`src/rtl/rmq_pkg.sv`:
```
// ---------------------------------------------------------------------------
// rmq_pkg: shared types and constants
// Case codes, control and lane flag structs used by the cells and the top.
// ---------------------------------------------------------------------------
`default_nettype none

package rmq_pkg;

   // default fractional bits of the Q format
   localparam int FRAC_BITS_DEF = 14;

   // width of a signed off-diagonal numerator
   localparam int NW = 17;

   // quotient bits produced by the divider chain
   localparam int QBITS = 17;

   // case codes
   localparam logic [2:0] KIND_IDENT = 3'd0;
   localparam logic [2:0] KIND_TRACE = 3'd1;
   localparam logic [2:0] KIND_XX    = 3'd2;
   localparam logic [2:0] KIND_YY    = 3'd3;
   localparam logic [2:0] KIND_ZZ    = 3'd4;

   // per-request control carried down the chain
   typedef struct packed {
      logic       valid;
      logic       ident;
      logic [2:0] kind;
   } rmq_ctl_type;

   // per-lane numerator flags
   typedef struct packed {
      logic neg;
      logic zero;
      logic sat;
   } rmq_lane_type;

endpackage

`default_nettype wire

```
`src/rtl/rmq_sqrt_cell.sv`:
```
// ---------------------------------------------------------------------------
// rmq_sqrt_cell: one digit of the integer square root
// Consumes two radicand bits, produces one root bit, passes numerators on.
// ---------------------------------------------------------------------------
`default_nettype none

module rmq_sqrt_cell #(
   parameter int VW2 = 34,
   parameter int RB  = 17
) (
   input  wire                             clock,
   input  wire                             reset,
   input  rmq_pkg::rmq_ctl_type            ctl_i,
   input  wire  [VW2-1:0]                  v_i,
   input  wire  [RB+2:0]                   rem_i,
   input  wire  [RB-1:0]                   root_i,
   input  wire  signed [rmq_pkg::NW-1:0]   num_i [3],
   output rmq_pkg::rmq_ctl_type            ctl_o,
   output logic [VW2-1:0]                  v_o,
   output logic [RB+2:0]                   rem_o,
   output logic [RB-1:0]                   root_o,
   output logic signed [rmq_pkg::NW-1:0]   num_o [3]
);
   import rmq_pkg::*;

   rmq_ctl_type          ctl_ff;
   logic [VW2-1:0]       v_ff, v_in;
   logic [RB+2:0]        rem_ff, rem_in;
   logic [RB-1:0]        root_ff, root_in;
   logic signed [NW-1:0] num_ff [3];
   logic [RB+2:0]        shifted;
   logic [RB+2:0]        trial;

   // restoring root step
   always_comb begin
      shifted = {rem_i[RB:0], v_i[VW2-1 -: 2]};
      trial   = {1'b0, root_i, 2'b01};
      v_in    = v_i << 2;
      if (shifted >= trial) begin
         rem_in  = shifted - trial;
         root_in = {root_i[RB-2:0], 1'b1};
      end else begin
         rem_in  = shifted;
         root_in = {root_i[RB-2:0], 1'b0};
      end
   end

   always_ff @(posedge clock) begin
      if (reset) begin
         ctl_ff.valid <= 1'b0;
      end else begin
         ctl_ff.valid <= ctl_i.valid;
      end
      ctl_ff.ident <= ctl_i.ident;
      ctl_ff.kind  <= ctl_i.kind;
      v_ff         <= v_in;
      rem_ff       <= rem_in;
      root_ff      <= root_in;
      num_ff       <= num_i;
   end

   assign ctl_o  = ctl_ff;
   assign v_o    = v_ff;
   assign rem_o  = rem_ff;
   assign root_o = root_ff;
   assign num_o  = num_ff;

endmodule

`default_nettype wire

```
`config.mk`:
```
export PLATFORM = sky130hd
export DESIGN_NAME = rmq_sqrt_cell
export DESIGN_NICKNAME = d
export VERILOG_FILES = /design/src/rtl/rmq_pkg.sv /design/src/rtl/rmq_sqrt_cell.sv
export SDC_FILE = /design/constraint.sdc
export NUM_CORES = 1
export LEC_CHECK = 0
export BUFFER_PORTS_ARGS = -buffer_cell sky130_fd_sc_hd__buf_2
export CAP_MARGIN = 25
export CORE_AREA = 2 2 101 103
export DETAILED_ROUTE_END_ITERATION = 12
export DIE_AREA = 0 0 103 105
export PLACE_DENSITY = 0.76
export SYNTH_ARGS = -nofsm -noshare
export SYNTH_HDL_FRONTEND = slang
export SYNTH_SLANG_ARGS = --single-unit
```
`constraint.sdc`:
```
create_clock -name clock -period 8.8 [get_ports clock]
set_clock_uncertainty 0.15 [all_clocks]
set_input_delay 0.44 -clock clock [delete_from_list [all_inputs] [get_ports clock]]
set_output_delay 0.44 -clock clock [all_outputs]
set_load 0.02 [all_outputs]
```
* After elaboration in Yosys (flattened, before gate mapping) *
Cells that the tools add are included.

operators by class
  $add $sub $neg = 1
  magnitude comparators = 1
  muxes and demuxes = 2

operators by type and width
  operator        number
  $ge 20x19->1    1
  $mux 20         1
  $sub 20x19->20  1
  $mux 1          1

storage, ports and cells
  flip-flop bits (word level) = 125
  output and inout bits = 127
  word-level logic and storage cells = 13

* Longest topological paths before layout *
  depth after elaboration = 2
  mapped depth = 12
  gate-level depth less buffers = 9

* Worst setup path after synthesis *
Ideal clock, no wire load.

  path kind = input port to flip-flop
  start point = input port root_i[11]
  end point = register rem_ff[11], in the netlist rem_o[11]
  arrival time = 2.801 ns
  slack = 5.728 ns
  cell stages on the path = 12
  buffers on the path = 3
  cell sequence = inv_1 > ha_1 > buf_2 > nand2_1 > or4_1 > or3_1 > a21o_1 > and2_1 > buf_6 > inv_6 > buf_12 > mux2_4

between the ends
  cells in the longest elaborated chain, start to end = 2

RTL lines
  what                  RTL line             text
  start, declared       rmq_sqrt_cell.sv:16  input wire [RB-1:0] root_i,
  $ge 20x19->1          rmq_sqrt_cell.sv:39  if (shifted >= trial) begin
  $mux 20               rmq_sqrt_cell.sv:39
  named net rem_in[11]  rmq_sqrt_cell.sv:28  logic [RB+2:0] rem_ff, rem_in;
  end signal, assigned  rmq_sqrt_cell.sv:57  rem_ff <= rem_in;
  end, declared         rmq_sqrt_cell.sv:28

The timed path passes the listed nets, and every way through them passes these cells.
A chain may end at the register's enable or synchronous reset.

* Final worst setup path *
  start point = input port root_i[11]
  end point = register rem_ff[6], in the netlist rem_o[6]

The elaborated chain is that of the path after synthesis.

==> reports/metrics.yaml <==
drv_cap: 0
final_util: 0.726
syn_inst: 333
synth.top_cell.area_share: 0.627
gp_congestion: 0.816
drtIter0Drc: 196
crit_path_start_kind: "input pin"
postRouteAntennaNets: 0
power_density_nw_per_um2: 234
worst-endpoint-arrival_ns: 3.81
hold_ws_ns: 0.0303
slowest_delay_ns: 0.59
portBuffers: 251
firstDrtPassIters: 4
start_util: 0.414
hold_path_class: "in2reg"
setup_ws_ns: 5.22
relSlewSlack: 0.559
io-pin-count: 256
yosys.cell_count.top_type: "dfxtp_1"
hold_buffers: 105
finalSetupViolCount: 0
crit_type: "in2reg"
drc: 0
drt-wirelength-per-cell_microns: 17.7
grt_usage: 0.271
power.leakage_nw: 3.47
grt_pass1_vias: 4043
hold_viol_final: 0
synth_seq_cells: 125
die_w_microns: 103
cts_tree: "built"
ys.warnings.count: 0
grt_antenna_before_repair: 1
status: "finished, final reports clean"
vias: 3954
grt_max_degree: 17
synthFlopType: "dfxtp_1"
cts-htree-levels: 4
numClockSinks: 125
yosys.area.top_type: "dfxtp_1"
die_h_microns: 105
max-clock-path-buffers: 2
crit_required_ns: 9.03
overflow: 0
cp-end-kind: "register"
syn_area_sq_um: 3990
cts_resized: 0
dp_hpwl_mm: 8.97
worst-slew-pin-transition_ns: 0.659
post-route-period-util: 0.406
clk_pin_slew_ns: 0.06
areaGrowthSynthToFinish_pct: 75.3
ctsRootBufferMaster: "clkbuf_8"
ir_worst_vdd_uv: 120
synth-edff-count: 0
routed_wl_mm: 15.0
fin_setup_tns_ns: 0
rsz0062_at_grt: "false"
num_rows: 36
drive_gt1_frac: 0.426
nNetsFinal: 846
slowest_stage: "or4_1"
dpl_worst_slack_ns: 5.29
placedInstanceArea_sq_um: 5330
grt_pass1_wl_mm: 21.8
max_freq_mhz: 280
die_area_sq_um: 10800
cts_setup_buffers: 0
worstPathMaxFanout: 16
min_period_ns: 3.58
fp.coreArea_sq_um: 9640
synth_cell_types: 51
cts_buffers: 17
ys_seq_area_frac: 0.627
path_cells: "dlygate4sd3_1 > buf_2 > inv_1 > ha_1 > nand2_1 > or4_1 > or3_1 > a21o_1 > and2_1 > inv_6 > mux2_2"
avgSynthCellArea_sq_um: 12.0
synth_common_cells: "125 x dfxtp_1, 22 x inv_1, 19 x ha_1"
stdcell_area_sq_um: 7000
slew_viol_final: 0
synthArstFlopShare: 0
synth_area_leaders: "dfxtp_1 63%, ha_1 6.0%, mux2_4 2.3%"
avgViaCountPerCell: 4.68
## cell type report
cell class / instances / area (sq um)
fill: 671 / 2640
antenna: 1 / 2.50
inverter: 23 / 91.3
tap: 133 / 166
sequential: 125 / 2500
timing repair buffer: 356 / 2310
clock buffer: 19 / 422
clock inverter: 13 / 189
multi-input combinational: 175 / 1320
## power breakdown
group	switching, mW	leakage, nW	internal (mW)
Combinational	0.162	2.12	0.132
Sequential	0.0138	1.05	0.612
Clock	0.258	0.293	0.462
Total	0.434	3.47	1.21
## critical path: cells and delay by family
kind            cells  cell delay, ns
simple gates        4            1.39
buf+inv             4            0.89
fa+ha+maj           1            0.45
mux                 1            0.37
compound gates      1            0.27
## logic make-up (layout without fill, tap and decap cells)
| logic type | Yosys count | in the layout | share of synthesized area |
|---|---|---|---|
| xor gates and xnor gates | 14 | 14 | 0.0307 |
| DFF | 125 | 125 | 0.627 |
| buffers and inverters | 34 | 411 | 0.0442 |
| and+or+nand+nor | 63 | 63 | 0.0774 |
| AOI/OAI and AO/OA | 62 | 62 | 0.113 |
| other | 1 | 3 | 0.000940 |
| muxes | 15 | 15 | 0.0473 |
| adders and majority gates | 19 | 19 | 0.0596 |
## stage by stage
step	std cells	total power [mW]
after detailed placement	707	0.884
after floorplan	334	0.793
after global placement	707	0.881
after CTS	844	1.64
after global routing	845	1.70
final	845	1.64
## layer usage
layer | up-vias | track usage | part of all wire
met5 | - | 0 | 0
met4 | 0 | 0.122 | 0.041
met3 | 48 | 0.0843 | 0.072
met2 | 204 | 0.468 | 0.50
met1 | 1833 | 0.300 | 0.39
li1 | 1869 | - | -
## cell usage in the layout (no fill, tap or decap), types with 6 or more instances in the layout
cell	n
buf_2	251
dfxtp_1	125
dlygate4sd3_1	105
inv_1	22
ha_1	19
a21oi_1	17
nand2_1	17
clkbuf_16	16
nor2_1	15
o21ai_0	11
xnor2_1	10
nand3_1	9
mux2_2	7
mux2_4	6
## sequential cells by signal (all words and copies together), names as in the netlist
register and cells:
ctl_o 5, v_o 32, root_o 17, rem_o 20, num_o 51
## worst paths after layout
kind | from | endpoint | cells past startpoint
worst min-delay path | rem_i[16] | rem_o[18]$_DFF_P_ | 2
worst max-delay path | root_i[11] | rem_o[6]$_DFF_P_ | 11
(Power assumes the default switching activity.)
