===== src/rtl/rmq_pkg.sv =====
// ---------------------------------------------------------------------------
// rmq_pkg: shared types and constants
// Case codes, control and lane flag structs used by the cells and the top.
// ---------------------------------------------------------------------------
`default_nettype none

package rmq_pkg;

   // default fractional bits of the Q format
   localparam int FRAC_BITS_DEF = 14;

   // width of a signed off-diagonal numerator
   localparam int NW = 17;

   // quotient bits produced by the divider chain
   localparam int QBITS = 17;

   // case codes
   localparam logic [2:0] KIND_IDENT = 3'd0;
   localparam logic [2:0] KIND_TRACE = 3'd1;
   localparam logic [2:0] KIND_XX    = 3'd2;
   localparam logic [2:0] KIND_YY    = 3'd3;
   localparam logic [2:0] KIND_ZZ    = 3'd4;

   // per-request control carried down the chain
   typedef struct packed {
      logic       valid;
      logic       ident;
      logic [2:0] kind;
   } rmq_ctl_type;

   // per-lane numerator flags
   typedef struct packed {
      logic neg;
      logic zero;
      logic sat;
   } rmq_lane_type;

endpackage

`default_nettype wire


===== src/rtl/rmq_div_cell.sv =====
// ---------------------------------------------------------------------------
// rmq_div_cell: one quotient bit for three lanes
// Restoring division step against 2*r shifted to bit position K.
// ---------------------------------------------------------------------------
`default_nettype none

module rmq_div_cell #(
   parameter int XW = 50,
   parameter int RB = 17,
   parameter int K  = 0
) (
   input  wire                               clock,
   input  wire                               reset,
   input  rmq_pkg::rmq_ctl_type              ctl_i,
   input  wire  [RB-1:0]                     root_i,
   input  rmq_pkg::rmq_lane_type             lane_i [3],
   input  wire  [XW-1:0]                     rem_i [3],
   input  wire  [rmq_pkg::QBITS-1:0]         q_i [3],
   output rmq_pkg::rmq_ctl_type              ctl_o,
   output logic [RB-1:0]                     root_o,
   output rmq_pkg::rmq_lane_type             lane_o [3],
   output logic [XW-1:0]                     rem_o [3],
   output logic [rmq_pkg::QBITS-1:0]         q_o [3]
);
   import rmq_pkg::*;

   rmq_ctl_type       ctl_ff;
   logic [RB-1:0]     root_ff;
   rmq_lane_type      lane_ff [3];
   logic [XW-1:0]     rem_ff [3], rem_in [3];
   logic [QBITS-1:0]  q_ff [3], q_in [3];
   logic [XW-1:0]     dsh;

   // trial subtract per lane
   always_comb begin
      dsh = XW'(root_i) << (K + 1);
      for (int l = 0; l < 3; l++) begin
         q_in[l] = q_i[l];
         if (rem_i[l] >= dsh) begin
            rem_in[l]  = rem_i[l] - dsh;
            q_in[l][K] = 1'b1;
         end else begin
            rem_in[l]  = rem_i[l];
            q_in[l][K] = 1'b0;
         end
      end
   end

   always_ff @(posedge clock) begin
      if (reset) begin
         ctl_ff.valid <= 1'b0;
      end else begin
         ctl_ff.valid <= ctl_i.valid;
      end
      ctl_ff.ident <= ctl_i.ident;
      ctl_ff.kind  <= ctl_i.kind;
      root_ff      <= root_i;
      lane_ff      <= lane_i;
      rem_ff       <= rem_in;
      q_ff         <= q_in;
   end

   assign ctl_o  = ctl_ff;
   assign root_o = root_ff;
   assign lane_o = lane_ff;
   assign rem_o  = rem_ff;
   assign q_o    = q_ff;

endmodule

`default_nettype wire


===== config.mk =====
export PLATFORM = sky130hd
export DESIGN_NAME = rmq_div_cell
export DESIGN_NICKNAME = d
export VERILOG_FILES = /design/src/rtl/rmq_pkg.sv /design/src/rtl/rmq_div_cell.sv
export SDC_FILE = /design/constraint.sdc
export NUM_CORES = 1
export LEC_CHECK = 0
export BUFFER_PORTS_ARGS = -buffer_cell sky130_fd_sc_hd__buf_2
export CAP_MARGIN = 20
export CELL_PAD_IN_SITES_DETAIL_PLACEMENT = 0
export CELL_PAD_IN_SITES_GLOBAL_PLACEMENT = 2
export CORE_UTILIZATION = 29
export DETAILED_ROUTE_END_ITERATION = 10
export GPL_TIMING_DRIVEN = 0
export PLACE_DENSITY_LB_ADDON = 0.1
export SKIP_CTS_REPAIR_TIMING = 1
export SLEW_MARGIN = 10
export SYNTH_ARGS = -nofsm -noshare
export SYNTH_HDL_FRONTEND = slang
export SYNTH_SLANG_ARGS = --single-unit

===== constraint.sdc =====
create_clock -name clock -period 10.4 [get_ports clock]
set_input_delay 2.08 -clock clock [delete_from_list [all_inputs] [get_ports clock]]
set_output_delay 2.08 -clock clock [all_outputs]
set_load 0.01 [all_outputs]

* After elaboration in Yosys (flattened, before gate mapping)
Index checks and enable logic that the tools add are counted.
** Storage, ports and cells
- Flip-flop bits (word level) :: 232
- Bits of input ports :: 234
- Output and inout bits :: 232
- Word-level logic and storage cells :: 31
** Cells by class
- Add/subtract/negate cells :: 3
- Magnitude comparators :: 3
- Mux-type cells :: 6
** Operators with widths (count)
- $ge A50 B18 Y1 :: 3
- $mux W50 :: 3
- $sub A50 B18 Y50 :: 3
- $mux W1 :: 3

* Logic depth before layout (Yosys ltp)
Gate-level depths: netlist (run 1).
- Word-level depth :: 2
- Depth in mapped cells :: 14
- Gate-level depth less buffers :: 11

* Worst setup path after synthesis (run 1)
OpenSTA, ideal clock, no wires.
- Path kind :: input -> register
- Start :: input rem_i[1] (netlist bit)
- End :: register rem_ff, in the netlist rem_o[31]
- Setup time :: 0.134 ns
- Arrival time :: 4.647 ns
- Data required time :: 10.266 ns
- Slack :: 5.620 ns
- Cell stages on the path :: 11
- Buffers on the path :: 0
- Cells stage by stage :: inv_1 -> ha_1 -> fa_1 -> nand2b_1 -> a2111oi_0 -> nor4_1 -> o21ai_0 -> nor4bb_1 -> nor2b_1 -> nor4_1 -> xor2_1
** RTL lines
- start, declared :: line rmq_div_cell.sv:17 : input wire [XW-1:0] rem_i [3],
- end signal, assigned :: line rmq_div_cell.sv:59 : rem_ff <= rem_in;
- end, declared :: line rmq_div_cell.sv:30 : logic [XW-1:0] rem_ff [3], rem_in [3];

==> out/results.ini, run 1 <==
[status]
outcome=finished clean

[detailed_routing]
ant_nets=0
dr.pass1.iters=5
drc=0
wirelength_um=39230
drt_iter0_markers=380
via_count=9890
viasPerCell=4.755
wire_per_inst_um=18.86

[power]
cellLeakagePower_nw=6.289
p_int_mw=1.719
clkPwrFrac_pct=39.3
pwr_density_cell_mw_per_mm2=169.7
pwr-share-comb_pct=19.1
p_sw_share_pct=27.80
switchingPower_mw=0.6620
seqPwrFrac_pct=41.6
vdd_drop_max_mv=0.1326

[synth]
synth_area_mm2=0.01026
synth_warnings=0
synth-edff-count=0
synth_cell_types=70
syn_nets=1397
netlist_instances=1109
yosys.area.top_type=dfxtp_1
synth-main-ff-cell=dfxtp_1
async_reset_ff_share_pct=0
avgSynthCellArea_um2=9.254
ys_top_cells_by_area=dfxtp_1 (45%), xor2_1 (6.7%), ha_1 (6.2%)
yosysTopAreaCellShare_pct=45.26
ys_seq_elements=232
seq_area_frac_synth_pct=45.26

[cts]
numCtsBuffers=27
cts.sinks=232
root_buffer=clkbuf_16
clockBufferDepth=3
cts_tree=done
clk_pin_slew_ps=70
cts_max_level=1

[global_routing]
use_met1_pct=24.65
grt.busiest_layer=met2
globalRouteMet2Util_pct=35.84
grt_usage_pct=20.83
antenna_found_initial=9
grt_pass1_wl_um=56860
first_global_vias=9707
gr-total-overflow=0
grtUsageMet3_pct=5.479
grt_max_degree=14

[setup_path]
worstSetupPathType=in2reg
critPathArrivalTime_ps=6260
startpoint_type=input port
crit_fanout=10
critPathRequiredTime_ps=10800
endpoint_kind=register

[timing]
rsz0062_at_grt=no
min_period_ps=5860
setup_tns_ps=0
setup_slack_ps=4540
slew_viol_final=0
tightestPinTransition_ps=988.2
setup_violations=0
relSlewSlack_pct=33.51
max_clock_freq_ghz=0.1706
hold_viol_final=0
fin_crit_sh_pct=56.35

[worst_hold_path]
hold_path_class=in2reg

[floorplanning]
core_area_mm2=0.03471
dieWidth_um=190.1
placementRows=68
initial_core_util_pct=29.56
fp.dieH_um=190.1
io_pins=466
die-area_mm2=0.03614

[final_layout]
area_growth_pct=36.77
multiInputGateArea_mm2=0.005366
final_common_cell=buf_2
final_cells=2080
layout.nets=1889
layout_common_cells=buf_2 (464), dfxtp_1 (232), nand2_1 (114), xor2_1 (78), nor2_1 (69)
num-fill-cells=3657
ff_latch_area_mm2=0.004644
drive_above_1_share_pct=32.98

[run]
cap_viol_max_count=0

[placed_design]
placed_cells=2027
place_ws_ps=4080
post-dp-hpwl_um=32230
place_congestion=0.8515
place.port_buffers=461

==> cells in the mapped netlist (4+ instances only) <==
library cell	n
a2111oi_0	4
a211oi_1	9
a21o_1	15
a21oi_1	56
a31oi_1	10
and2_1	4
and3_1	5
clkbuf_1	21
dfxtp_1	232
ha_1	51
inv_1	29
nand2_1	114
nand2b_1	15
nand3_1	29
nand3b_1	7
nand4_1	17
nand4b_1	4
nor2_1	69
nor2b_1	10
nor3_1	59
nor4_1	28
nor4b_1	4
o21a_1	7
o21ai_0	67
o31ai_1	4
or2_2	7
or3_1	16
or4_1	18
xnor2_1	55
xor2_1	78
==> path summary, 6_finish.rpt <==
path / startpoint / end / slack [ps] / depth (start not counted)
setup / recovery: root_i[1] / rem_o[117] / 4540 / 12
hold / removal: lane_i[1] / lane_o[1] / 1630 / 1
==> power groups by stage <==
stage / registers [mW] / clock network (mW) / logic, mW
floorplan: 1.06 / 0 / 0.186
global placement: 1.01 / 0 / 0.459
detailed placement: 1.01 / 0 / 0.458
CTS: 0.993 / 0.969 / 0.460
global route: 0.999 / 1.00 / 0.500
finish: 0.992 / 0.936 / 0.454
==> logic make-up (layout without fill, tap and decap cells) <==
kind of cell | after synthesis | in the layout | share of synthesized area, %
and+or+nand+nor | 429 | 429 | 21.99
DFF | 232 | 232 | 45.26
AOI/OAI and AO/OA | 199 | 199 | 11.81
xor gates and xnor gates | 133 | 133 | 11.35
buffers and inverters | 59 | 569 | 2.451
adders and majority gates | 54 | 54 | 6.803
muxes | 3 | 3 | 0.3292
other | 0 | 6 | 0
==> final cells by class <==
class,count,share of cell area (%)
Antenna cell,6,0.1070
Multi-Input combinational cell,818,38.23
Buffer,29,0.9895
Sequential cell,232,33.09
Clock buffer,40,5.518
Timing Repair Buffer,463,16.52
Tap cell,455,4.056
Clock inverter,7,0.6864
Inverter,30,0.8023
==> critical path: stages <==
cell and delay, ps:
buf_2 270, inv_1 270, ha_1 370, nor2b_1 150, o2111ai_1 270, a2111oi_0 190
o311ai_0 830, and4b_1 280, clkbuf_1 300, clkbuf_1 500, clkbuf_1 480, o21ai_0 250
==> stage by stage <==
stage / utilization [%] / cell area, um2 / total power [mW] / hold slack [ps]
floorplan: - / 10260 / 1.245 / 2108
global placement: 37.85 / 13140 / 1.469 / 2183
detailed placement: 37.88 / 13150 / 1.470 / 2184
CTS: 40.39 / 14020 / 2.422 / 1592
global route: 40.41 / 14030 / 2.501 / 1600
finish: 40.43 / 14040 / 2.381 / 1626
==> sequential cells by signal (all words and copies together) (netlist names) <==
name,count
ctl_o,5
lane_o,9
rem_o,150
root_o,17
q_o,51
==> routing by layer <==
layer	share of wire (%)	vias up
met5	0.12	-
met4	3.2	8
met2	48	349
li1	-	4932
met1	41	4543
met3	8.2	58
No activity file was read; power rests on OpenSTA's default activity.
==> run 2: changes to the inputs <==
--- a/config.mk
+++ b/config.mk
@@ -9,7 +9,7 @@
 export CAP_MARGIN = 20
 export CELL_PAD_IN_SITES_DETAIL_PLACEMENT = 0
 export CELL_PAD_IN_SITES_GLOBAL_PLACEMENT = 2
-export CORE_UTILIZATION = 29
+export CORE_UTILIZATION = 24
 export DETAILED_ROUTE_END_ITERATION = 10
 export GPL_TIMING_DRIVEN = 0
 export PLACE_DENSITY_LB_ADDON = 0.1
==> constraint.sdc (replaced) <==
create_clock -name clock -period 5.09 [get_ports clock]
set_input_delay 1.018 -clock clock [delete_from_list [all_inputs] [get_ports clock]]
set_output_delay 1.018 -clock clock [all_outputs]
set_load 0.01 [all_outputs]
==> run 2 against run 1 <==
Combinational power up 110%. Global-route usage down 2.2 points. Worst setup slack worse by 4200 ps. Wire length up 6.5%. Die area up 21%. Critical path depth unchanged. Clock power up 120%. Worst hold slack worse by 1100 ps. Final cell count up 4.4%. Via count up 0.15%. Critical path type unchanged. Highest routed layer unchanged.
==> out/results.ini, run 2 (synthesis gave the netlist of run 1 again) <==
[status]
outcome=finished clean

[final_layout]
largest_reg_flops=150
layout.nets=1890
area_growth_pct=38.83
finish.utilization_pct=33.89
drive_above_1_share_pct=33.25
layout_common_cells=buf_2 (464), dfxtp_1 (232), nand2_1 (114), xor2_1 (78), nor2_1 (69)
final_common_cell=buf_2

[cts]
cts.sinks=232
root_buffer=clkbuf_16
numCtsBuffers=29
cts_max_level=1
clk_pin_slew_ps=60
clockBufferDepth=3
cts_tree=done

[timing]
min_period_ps=4726
fin_crit_sh_pct=92.85
relSlewSlack_pct=27.91
hold_viol_final=0
slew_viol_final=0
setup_slack_ps=363.7
setup_violations=0
tightestPinTransition_ps=1071
rsz0062_at_grt=no
max_clock_freq_ghz=0.2116

[placed_design]
place.port_buffers=461
place_ws_ps=-242.5
post-dp-hpwl_um=34730
place_congestion=0.8044

[global_routing]
grt_pass1_wl_um=62010
grt_max_degree=15
first_global_vias=9998
antenna_found_initial=12
gr-total-overflow=0
grt_usage_pct=18.63

[floorplanning]
placementRows=75
die-area_mm2=0.04359
core_area_mm2=0.04204
io_pins=466
fp.dieH_um=208.8
initial_core_util_pct=24.41
dieWidth_um=208.8

[setup_path]
cp_slowest_stage_delay_ps=830
critPathRequiredTime_ps=5480
critPathArrivalTime_ps=5120
cp_slowest_cell=o311ai_0
endpoint_kind=register
worstSetupPathType=in2reg
crit_fanout=10
path_cells=buf_2 -> inv_1 -> ha_1 -> nor2b_1 -> o2111ai_1 -> a2111oi_0 -> o311ai_0 -> and4b_1 -> clkbuf_1 -> clkbuf_1 -> clkbuf_1 -> o21ai_0
crit_path_frequent_cell=clkbuf_1
startpoint_type=input port

[detailed_routing]
ant_nets=0
wirelength_um=41760
viasPerCell=4.560
wire_per_inst_um=19.23
drc=0
via_count=9905
dr.pass1.iters=5
drt_iter0_markers=371

[worst_hold_path]
hold_path_class=in2reg

[power]
p_total_mw=5.058
cellLeakagePower_nw=6.335
pwr_density_cell_mw_per_mm2=355.0
vdd_drop_max_mv=0.2182

[run]
cap_viol_max_count=0

-- run 2: cell count changes in the layout (fill, tap and decap cells not counted), sizes merged --
cell,before,now
clkbuf,61,64
diode,6,9
buf,471,469
bufinv,2,3
clkinv,3,4
clkinvlp,0,1
inv,32,33
-- run 2: layout make-up --
class	instances	area [um2]
Inverter	30	112.6
Fill cell	4573	27790
Buffer	29	138.9
Clock inverter	11	151.4
Antenna cell	9	22.52
Sequential cell	232	4644
Tap cell	539	674.4
Multi-Input combinational cell	818	5366
Timing Repair Buffer	462	2312
Clock buffer	42	824.5
-- run 2: stage by stage --
| step | area (um2) | instances | setup TNS, ps | hold WS [ps] |
|---|---|---|---|---|
| 2_1_floorplan | 10260 | 1109 | 0 | 1046 |
| 3_3_place_gp | 13240 | 2109 | -2537 | 1121 |
| 3_5_place_dp | 13240 | 2109 | -1529 | 1122 |
| 4_1_cts | 14220 | 2162 | 0 | 520.6 |
| 5_1_grt | 14240 | 2169 | 0 | 524.4 |
| 6_report | 14250 | 2172 | 0 | 558.7 |
-- run 2: worst paths after layout --
kind | cells after the start | slack [ps] | end | from
setup / recovery | 12 | 360 | rem_o[102] | root_i[1]
hold / removal | 1 | 560 | lane_o[0] | lane_i[0]
-- run 2: where the power goes --
| group | switching [mW] | total, mW | leakage [nW] | internal, mW |
|---|---|---|---|---|
| registers | 0.0462 | 2.04 | 1.96 | 1.99 |
| clock network | 0.813 | 2.09 | 0.475 | 1.28 |
| logic | 0.557 | 0.933 | 3.90 | 0.376 |
| total | 1.42 | 5.06 | 6.33 | 3.64 |
-- run 2: worst max-delay path, delay by kind of cell --
kind / cells / cell delay, ps
adders and majority gates: 1 / 370
and+or+nand+nor: 2 / 420
AOI/OAI and AO/OA: 4 / 1560
buffers and inverters: 5 / 1700
-- run 2: routing by layer --
layer / wire [um] / global-route usage (%) / share of wire [%] / vias up
li1: - / - / - / 4960
met1: 18430 / 23.61 / 44 / 4565
met2: 19570 / 30.99 / 47 / 332
met3: 2937 / 4.734 / 7.0 / 42
met4: 769 / 5.502 / 1.8 / 6
met5: 44 / 0 / 0.11 / -
